## config.mk

```make
export PLATFORM = sky130hd
export DESIGN_NAME = cartridge_bank_controller_type2_unit
export DESIGN_NICKNAME = d
export VERILOG_FILES = /design/src/sv/cbc2_pkg.sv /design/src/sv/cartridge_bank_controller_type2_unit.sv /design/src/sv/cbc2_ram.sv /design/src/sv/cbc2_front.sv /design/src/sv/cbc2_queue.sv /design/src/sv/cbc2_back.sv
export VERILOG_INCLUDE_DIRS = /design/src /design/src/sv
export SDC_FILE = /design/constraint.sdc
export NUM_CORES = 2
export LEC_CHECK = 0
export ABC_CLOCK_PERIOD_IN_PS = 15900
export BUFFER_PORTS_ARGS = -buffer_cell sky130_fd_sc_hd__buf_4
export CELL_PAD_IN_SITES_DETAIL_PLACEMENT = 1
export CELL_PAD_IN_SITES_GLOBAL_PLACEMENT = 1
export CORE_MARGIN = 3
export CORE_UTILIZATION = 35
export CTS_BUF_LIST = sky130_fd_sc_hd__clkbuf_8
export DETAILED_ROUTE_END_ITERATION = 8
export PLACE_DENSITY = 0.63
export SYNTH_ARGS = -nofsm -noshare
export SYNTH_HDL_FRONTEND = slang
export SYNTH_MEMORY_MAX_BITS = 65536
export SYNTH_SLANG_ARGS = --single-unit
export TNS_END_PERCENT = 1
```

## constraint.sdc

```tcl
create_clock -name i_clk -period 15.9 [get_ports i_clk]
set_input_delay 1.59 -clock i_clk [delete_from_list [all_inputs] [get_ports i_clk]]
set_output_delay 1.59 -clock i_clk [all_outputs]
set_load 0.02 [all_outputs]
```

## src/sv/cartridge_bank_controller_type2_unit_assert.svh

```systemverilog
// Assertion macros used by the bank controller queue.
`ifndef CARTRIDGE_BANK_CONTROLLER_TYPE2_UNIT_ASSERT_SVH
`define CARTRIDGE_BANK_CONTROLLER_TYPE2_UNIT_ASSERT_SVH
`ifndef SYNTH
// Checks that the consequent holds in the same cycle as the antecedent.
`define CBC2_ASSERT_IMPLY(lbl, clk, rst_n, ante, cons) \
    lbl: assert property (@(posedge clk) disable iff (!rst_n) (ante) |-> (cons)) \
        else $error("cbc2 assertion failed");
// Checks that the consequent holds in the cycle after the antecedent.
`define CBC2_ASSERT_NEXT(lbl, clk, rst_n, ante, cons) \
    lbl: assert property (@(posedge clk) disable iff (!rst_n) (ante) |=> (cons)) \
        else $error("cbc2 assertion failed");
`else
`define CBC2_ASSERT_IMPLY(lbl, clk, rst_n, ante, cons)
`define CBC2_ASSERT_NEXT(lbl, clk, rst_n, ante, cons)
`endif
`endif

```

## src/sv/cbc2_pkg.sv

```systemverilog
// Types and constants shared by the bank controller modules.
package cbc2_pkg;

    localparam int ADDR_W       = 16;
    localparam int DATA_W       = 8;
    localparam int ROM_ADDR_W   = 18;
    localparam int BANK_W       = 4;
    localparam int RAM_DEPTH_DEF = 512;
    localparam int QUEUE_DEPTH  = 2;

    localparam logic [BANK_W-1:0] BANK_RESET  = 4'h1;
    localparam logic [3:0]        ENABLE_KEY  = 4'hA;
    localparam logic [DATA_W-1:0] BYTE_OPEN   = 8'hFF;
    localparam logic [DATA_W-1:0] BYTE_ZERO   = 8'h00;

    typedef enum logic [1:0] {
        OP_CONST,
        OP_RAM_RD,
        OP_RAM_WR
    } t_op;

    // One classified access, as handed from the front to the back.
    typedef struct packed {
        t_op                    op;
        logic                   rom_access;
        logic [ROM_ADDR_W-1:0]  rom_address;
        logic [DATA_W-1:0]      rd_byte;
        logic [DATA_W-1:0]      wr_byte;
        logic [ADDR_W-1:0]      bus_address;
    } t_entry;

endpackage

```

## src/sv/cartridge_bank_controller_type2_unit.sv

```systemverilog
// An accepted beat is written into the queue; a pop moves it into the output register.
// Throughput: one beat per cycle while unstalled, set by the back end's single-port RAM.
// The front accepts while the two-entry queue has room, even if the output is stalled.
// Reset (synchronous, active low): bank register 1, RAM disabled, queue and output empty.
// RAM contents are not cleared; an entry reads as anything until first written.
// The RAM depth must be a power of two, since the RAM index is the low address bits.
module cartridge_bank_controller_type2_unit #(
    parameter int RAM_DEPTH   = cbc2_pkg::RAM_DEPTH_DEF,
    parameter int QUEUE_DEPTH = cbc2_pkg::QUEUE_DEPTH
) (
    input  logic                              i_clk,
    input  logic                              i_rst_n,
    // Input channel: one bus access per beat.
    input  logic                              i_in_valid,
    output logic                              o_in_stall,
    input  logic                              i_req_type,
    input  logic [cbc2_pkg::ADDR_W-1:0]       i_bus_address,
    input  logic [cbc2_pkg::DATA_W-1:0]       i_write_byte,
    // Output channel: one result per beat.
    output logic                              o_out_valid,
    input  logic                              i_out_stall,
    output logic [cbc2_pkg::DATA_W-1:0]       o_read_byte,
    output logic                              o_rom_access,
    output logic [cbc2_pkg::ROM_ADDR_W-1:0]   o_rom_address
);

    logic             push, pop, full, nonempty;
    cbc2_pkg::t_entry front_entry, head_entry;

    // The front applies bank and enable writes in arrival order and resolves
    // every ROM address, so the back only has to touch the RAM.
    cbc2_front u_front (
        .i_clk         (i_clk),
        .i_rst_n       (i_rst_n),
        .i_valid       (i_in_valid),
        .i_full        (full),
        .i_req_type    (i_req_type),
        .i_bus_address (i_bus_address),
        .i_write_byte  (i_write_byte),
        .o_push        (push),
        .o_entry       (front_entry)
    );

    // The stall seen by the sender is just the registered queue-full state.
    assign o_in_stall = full;

    cbc2_queue #(
        .DEPTH (QUEUE_DEPTH)
    ) u_queue (
        .i_clk      (i_clk),
        .i_rst_n    (i_rst_n),
        .i_push     (push),
        .i_entry    (front_entry),
        .i_pop      (pop),
        .o_full     (full),
        .o_nonempty (nonempty),
        .o_head     (head_entry)
    );

    // The back pops when its output register is free or being drained,
    // performing the RAM read or write in the same cycle as the pop.
    cbc2_back #(
        .RAM_DEPTH (RAM_DEPTH)
    ) u_back (
        .i_clk         (i_clk),
        .i_rst_n       (i_rst_n),
        .i_nonempty    (nonempty),
        .i_head        (head_entry),
        .o_pop         (pop),
        .i_out_stall   (i_out_stall),
        .o_out_valid   (o_out_valid),
        .o_read_byte   (o_read_byte),
        .o_rom_access  (o_rom_access),
        .o_rom_address (o_rom_address)
    );

endmodule

```

## src/sv/cbc2_ram.sv

```systemverilog
// Generic single-port RAM with registered read data.
module cbc2_ram #(
    parameter int WIDTH = 8,
    parameter int DEPTH = 512
) (
    input  logic                     i_clk,
    input  logic                     i_we,
    input  logic                     i_re,
    input  logic [$clog2(DEPTH)-1:0] i_addr,
    input  logic [WIDTH-1:0]         i_wdata,
    output logic [WIDTH-1:0]         o_rdata
);

    logic [WIDTH-1:0] r_mem [DEPTH];
    logic [WIDTH-1:0] r_rdata;

    always_ff @(posedge i_clk) begin
        if (i_we) begin
            r_mem[i_addr] <= i_wdata;
        end
        if (i_re) begin
            r_rdata <= r_mem[i_addr];
        end
    end

    assign o_rdata = r_rdata;

endmodule

```

## src/sv/cbc2_front.sv

```systemverilog
// Front end: accepts bus accesses, updates bank and enable registers, classifies.
module cbc2_front (
    input  logic                          i_clk,
    input  logic                          i_rst_n,
    input  logic                          i_valid,
    input  logic                          i_full,
    input  logic                          i_req_type,
    input  logic [cbc2_pkg::ADDR_W-1:0]   i_bus_address,
    input  logic [cbc2_pkg::DATA_W-1:0]   i_write_byte,
    output logic                          o_push,
    output cbc2_pkg::t_entry              o_entry
);

    logic [cbc2_pkg::BANK_W-1:0] r_bank, n_bank;
    logic                        r_ram_en, n_ram_en;
    logic                        accept;
    logic                        in_low, in_switched, in_ram;
    logic [3:0]                  nibble;

    assign accept      = i_valid && !i_full;
    assign in_low      = (i_bus_address[15:14] == 2'b00);
    assign in_switched = (i_bus_address[15:14] == 2'b01);
    assign in_ram      = (i_bus_address[15:13] == 3'b101);
    assign nibble      = i_write_byte[3:0];

    always_comb begin
        n_bank   = r_bank;
        n_ram_en = r_ram_en;

        o_entry             = '0;
        o_entry.op          = cbc2_pkg::OP_CONST;
        o_entry.wr_byte     = i_write_byte;
        o_entry.bus_address = i_bus_address;

        if (i_req_type) begin
            if (in_low) begin
                // Address bit 8 picks the bank register over the enable flag.
                if (i_bus_address[8]) begin
                    n_bank = (nibble == 4'h0) ? cbc2_pkg::BANK_RESET : nibble;
                end else begin
                    n_ram_en = (nibble == cbc2_pkg::ENABLE_KEY);
                end
            end else if (in_ram && r_ram_en) begin
                o_entry.op = cbc2_pkg::OP_RAM_WR;
            end
        end else begin
            if (in_low) begin
                o_entry.rom_access  = 1'b1;
                o_entry.rom_address = {2'b00, i_bus_address};
            end else if (in_switched) begin
                o_entry.rom_access  = 1'b1;
                o_entry.rom_address = {r_bank, i_bus_address[13:0]};
            end else if (in_ram) begin
                if (r_ram_en) begin
                    o_entry.op = cbc2_pkg::OP_RAM_RD;
                end else begin
                    o_entry.rd_byte = cbc2_pkg::BYTE_OPEN;
                end
            end
        end
    end

    assign o_push = accept;

    always_ff @(posedge i_clk) begin
        if (!i_rst_n) begin
            r_bank   <= cbc2_pkg::BANK_RESET;
            r_ram_en <= 1'b0;
        end else if (accept) begin
            r_bank   <= n_bank;
            r_ram_en <= n_ram_en;
        end
    end

endmodule

```

## src/sv/cbc2_queue.sv

```systemverilog
// Short FIFO of classified accesses between the front and the back.
`include "cartridge_bank_controller_type2_unit_assert.svh"
module cbc2_queue #(
    parameter int DEPTH = cbc2_pkg::QUEUE_DEPTH
) (
    input  logic             i_clk,
    input  logic             i_rst_n,
    input  logic             i_push,
    input  cbc2_pkg::t_entry i_entry,
    input  logic             i_pop,
    output logic             o_full,
    output logic             o_nonempty,
    output cbc2_pkg::t_entry o_head
);

    localparam int PTR_W = (DEPTH > 1) ? $clog2(DEPTH) : 1;
    localparam int CNT_W = $clog2(DEPTH + 1);

    cbc2_pkg::t_entry   r_mem [DEPTH];
    logic [PTR_W-1:0]   r_wr_ptr, n_wr_ptr;
    logic [PTR_W-1:0]   r_rd_ptr, n_rd_ptr;
    logic [CNT_W-1:0]   r_count, n_count;

    assign o_full     = (r_count == CNT_W'(DEPTH));
    assign o_nonempty = (r_count != '0);
    assign o_head     = r_mem[r_rd_ptr];

    always_comb begin
        n_wr_ptr = r_wr_ptr;
        n_rd_ptr = r_rd_ptr;
        n_count  = r_count;
        if (i_push) begin
            n_wr_ptr = (r_wr_ptr == PTR_W'(DEPTH - 1)) ? '0 : r_wr_ptr + 1'b1;
        end
        if (i_pop) begin
            n_rd_ptr = (r_rd_ptr == PTR_W'(DEPTH - 1)) ? '0 : r_rd_ptr + 1'b1;
        end
        if (i_push && !i_pop) begin
            n_count = r_count + 1'b1;
        end else if (i_pop && !i_push) begin
            n_count = r_count - 1'b1;
        end
    end

    always_ff @(posedge i_clk) begin
        if (!i_rst_n) begin
            r_wr_ptr <= '0;
            r_rd_ptr <= '0;
            r_count  <= '0;
        end else begin
            r_wr_ptr <= n_wr_ptr;
            r_rd_ptr <= n_rd_ptr;
            r_count  <= n_count;
        end
    end

    always_ff @(posedge i_clk) begin
        if (i_push) begin
            r_mem[r_wr_ptr] <= i_entry;
        end
    end

    `CBC2_ASSERT_IMPLY(a_no_push_when_full, i_clk, i_rst_n, i_push, !o_full)
    `CBC2_ASSERT_IMPLY(a_no_pop_when_empty, i_clk, i_rst_n, i_pop, o_nonempty)
    `CBC2_ASSERT_NEXT(a_count_tracks, i_clk, i_rst_n, i_push != i_pop, r_count != $past(r_count))

endmodule

```

## src/sv/cbc2_back.sv

```systemverilog
// Back end: carries out RAM accesses in order and holds the result beat.
module cbc2_back #(
    parameter int RAM_DEPTH = cbc2_pkg::RAM_DEPTH_DEF
) (
    input  logic                              i_clk,
    input  logic                              i_rst_n,
    input  logic                              i_nonempty,
    input  cbc2_pkg::t_entry                  i_head,
    output logic                              o_pop,
    input  logic                              i_out_stall,
    output logic                              o_out_valid,
    output logic [cbc2_pkg::DATA_W-1:0]       o_read_byte,
    output logic                              o_rom_access,
    output logic [cbc2_pkg::ROM_ADDR_W-1:0]   o_rom_address
);

    localparam int IDX_W = $clog2(RAM_DEPTH);

    logic                               r_valid;
    logic                               r_from_ram;
    logic [cbc2_pkg::DATA_W-1:0]        r_byte;
    logic                               r_rom_access;
    logic [cbc2_pkg::ROM_ADDR_W-1:0]    r_rom_address;
    logic [cbc2_pkg::DATA_W-1:0]        ram_rdata;
    logic                               ram_we, ram_re;

    // The RAM read data register only moves on a pop, so it holds while stalled.
    assign o_pop  = i_nonempty && (!r_valid || !i_out_stall);
    assign ram_we = o_pop && (i_head.op == cbc2_pkg::OP_RAM_WR);
    assign ram_re = o_pop && (i_head.op == cbc2_pkg::OP_RAM_RD);

    cbc2_ram #(
        .WIDTH (cbc2_pkg::DATA_W),
        .DEPTH (RAM_DEPTH)
    ) u_ram (
        .i_clk   (i_clk),
        .i_we    (ram_we),
        .i_re    (ram_re),
        .i_addr  (i_head.bus_address[IDX_W-1:0]),
        .i_wdata (i_head.wr_byte),
        .o_rdata (ram_rdata)
    );

    always_ff @(posedge i_clk) begin
        if (!i_rst_n) begin
            r_valid <= 1'b0;
        end else if (o_pop) begin
            r_valid <= 1'b1;
        end else if (!i_out_stall) begin
            r_valid <= 1'b0;
        end
    end

    always_ff @(posedge i_clk) begin
        if (o_pop) begin
            r_from_ram    <= (i_head.op == cbc2_pkg::OP_RAM_RD);
            r_byte        <= i_head.rd_byte;
            r_rom_access  <= i_head.rom_access;
            r_rom_address <= i_head.rom_address;
        end
    end

    assign o_out_valid   = r_valid;
    assign o_read_byte   = r_from_ram ? ram_rdata : r_byte;
    assign o_rom_access  = r_rom_access;
    assign o_rom_address = r_rom_address;

endmodule

```

==> metrics.yaml <==
timing:
  setup_viol: 0
  finalHoldViolations: 0
  slew_viol_final: 0
  finalCritPeriodShare_pct: 48.2
  setup_slack_ns: 8.24
  slew_headroom_pct: 10.4
  rsz0062_at_grt: "false"
  fin_crit_ns: 7.66
  worst_pin_slew_ns: 1.33
  setup-tns-final_ns: 0
  finClkSkew_ns: 0.102
  fmax_mhz: 131
synth:
  yosys.area.top_type: "edfxtp_1"
  synth-seq-area-share_pct: 77.7
  synth-edff-count: 4203
  synth_cell_type_count: 51
  synth.most_common_cell: "edfxtp_1"
  yosys-top-cells-count: "4203 x edfxtp_1, 1862 x mux2i_1, 1017 x o22ai_1"
  synth_area_um2: 163000
  ys_async_sr_fraction_pct: 0
  synth_nets: 9412
  syn_inst: 9382
  synth_area_leaders: "edfxtp_1 78%, mux2i_1 11%, o22ai_1 3.9%"
  synth_ff_type: "edfxtp_1"
  synth_top_cell_area_share_pct: 77.6
  ys_warn_count: 0
  ys_seq_elements: 4214
  syn_avg_cell_area_um2: 17.3
floorplanning:
  row_count: 249
  core_um2: 461000
  ios: 58
  die_w_um: 688
  start_util_pct: 35.2
  fp.dieH_um: 688
  die-area_um2: 473000
cells_and_area:
  final_nets: 9719
  drive_gt1_share_pct: 10.9
  syn2layout_area_growth_pct: 11.9
worst_setup_path:
  end_kind: "register"
  cp_data_required_time_ns: 16.79
  critPathArrivalTime_ns: 8.55
  start_kind: "register"
  path_max_fanout: 122
  ff2ff_path_depth: 10
  worst-setup-path-type: "register to register"
global_routing:
  grt_overflow: 0
  grt_usage_pct: 19.3
  grt_pass1_wl_um: 671000
  grt_max_degree: 157
  antenna_found_initial: 21
  grt_pass1_vias: 92700
clock_tree:
  hold_buffers: 0
  cts_resized: 0
  clkLatencyLatePin_ns: 1.24
  post-cts-setup-buffers: 0
  cts_buffer_depth: 4
  cts_buffers: 686
  clockRootBuffer: "clkbuf_8"
  clk_pin_slew_ns: 0.06
  cts_tree: "built"
  h-tree-depth: 6
  cts_sinks: 4214
placed_design:
  hpwlAfterDp_um: 270000
  dpl_worst_slack_ns: 8.36
  routabilityCongestion: 0.787
  portBuffers: 57
pwr:
  pwr-share-clk_pct: 29.8
  totalPowerFinal_mw: 28.8
  p_leak_nw: 61.3
  pwr-share-seq_pct: 46.8
  p_int_mw: 19.5
  ir_drop_mv: 0.106
  pwr_density_cell_nw_per_um2: 158
  pwr-share-comb_pct: 23.4
  p_switching_mw: 9.33
  swShare_pct: 32.4
drt:
  viasPerCell: 5.44
  wirelength_um: 469000
  drtIter0Drc: 9061
  drc: 0
  ant_nets: 0
  vias: 89100
  firstDrtPassIters: 6
  routedWlPerCell_um: 28.7
min_path:
  hp-start: "u_front.r_bank[0]"
  min_delay_path_depth: 2
  hold_class: "register to register"
flow_run:
  cap_viol_max_count: 0
run_status:
  outcome: "finished, final reports clean"
-- layer usage --
layer	vias to the layer above	GRT usage (%)	share of wire (%)	wire length, um
met5	-	0	0.0028	13
met4	2	6.24	3.1	14600
met3	736	3.10	6.3	29700
met2	3189	31.7	48	226000
met1	47000	26.1	42	199000
li1	38200	-	-	-
-- per-stage QoR --
| stage | area, um^2 | util, % | std cells | hold WS, ns |
|---|---|---|---|---|
| 2_1_floorplan | 163000 | - | 9382 | 0.446 |
| 3_3_place_gp | 170000 | 36.8 | 15100 | 0.462 |
| 3_5_place_dp | 170000 | 36.8 | 15200 | 0.472 |
| 4_1_cts | 182000 | 39.4 | 16400 | 0.471 |
| 5_1_grt | 182000 | 39.4 | 16400 | 0.528 |
| 6_report | 182000 | 39.4 | 16400 | 0.479 |
-- worst max-delay path, stage by stage, from the launching register on --
cell      delay (ns)
dfxtp_4         0.97
mux2_8          0.92
buf_4           0.52
buf_12          0.62
buf_4           0.93
mux2i_1         0.29
o22ai_1         0.13
o41ai_1         1.17
nand4_1         0.48
a221oi_2        0.72
nand4_1         0.16
-- area by class of cell --
class	instances	area, um^2
flip-flops and latches	4214	126000
clock inverters	519	2680
clock buffers	691	9510
repair buffers	221	1900
well taps	6149	7690
inverters	6	22.5
diodes	7	17.5
multi-input cells	4560	33700
fillers	45400	279000
-- worst paths after layout --
kind                                  end  slack, ns
hold reg to reg         u_front.r_bank[0]       0.48
setup reg to reg  u_back.u_ram.o_rdata[6]       8.24
hold / removal          u_front.r_bank[0]       0.48
setup / recovery  u_back.u_ram.o_rdata[6]       8.24
-- kinds of logic (layout without fill, tap and decap cells) --
logic type,Yosys count,count (layout),share of synthesized area [%]
DFF,4214,4214,77.7
muxes,1893,1893,11.7
adders and majority gates,1,1,0.00769
and+or+nand+nor,1291,1291,3.49
other,0,7,0
AOI/OAI and AO/OA,1372,1372,5.25
xor gates and xnor gates,3,3,0.0162
buffers and inverters,608,1437,1.82
-- state kept, by name, indices dropped and copies added, names as in the netlist, named ones only --
name / count
u_back.o_out_valid: 1
u_back.o_rom_access: 1
u_back.o_rom_address: 18
u_back.r_byte: 1
u_back.r_from_ram: 1
u_back.u_ram.o_rdata: 8
u_back.u_ram.r_mem: 4096
u_front.r_bank: 4
u_front.r_ram_en: 1
u_queue.r_count: 2
u_queue.r_mem: 78
u_queue.r_rd_ptr: 1
u_queue.r_wr_ptr: 1
-- cell usage in the layout, fill, tap and decap left out, drive strengths merged, types with 9 or more instances in the layout --
cell / instances
clkinv: 251
buf: 221
o22ai: 1017
clkbuf: 691
o21ai: 55
or4: 32
inv: 261
edfxtp: 4203
nor4: 176
a21oi: 193
a22oi: 9
nor2: 531
dfxtp: 11
nand4: 29
mux2: 31
nand2: 457
mux2i: 1862
and2: 19
o41ai: 80
-- power by group through the flow --
stage                     combinational (mW)  clock, mW  sequential, mW
after global placement                  6.58          0            13.7
after floorplan                         3.96          0            13.9
after CTS                               6.74       8.76            13.5
final                                   6.73       8.58            13.5
after global routing                    7.07       9.26            13.5
after detailed placement                6.73          0            13.7
No activity file was read; power rests on OpenSTA's default activity.
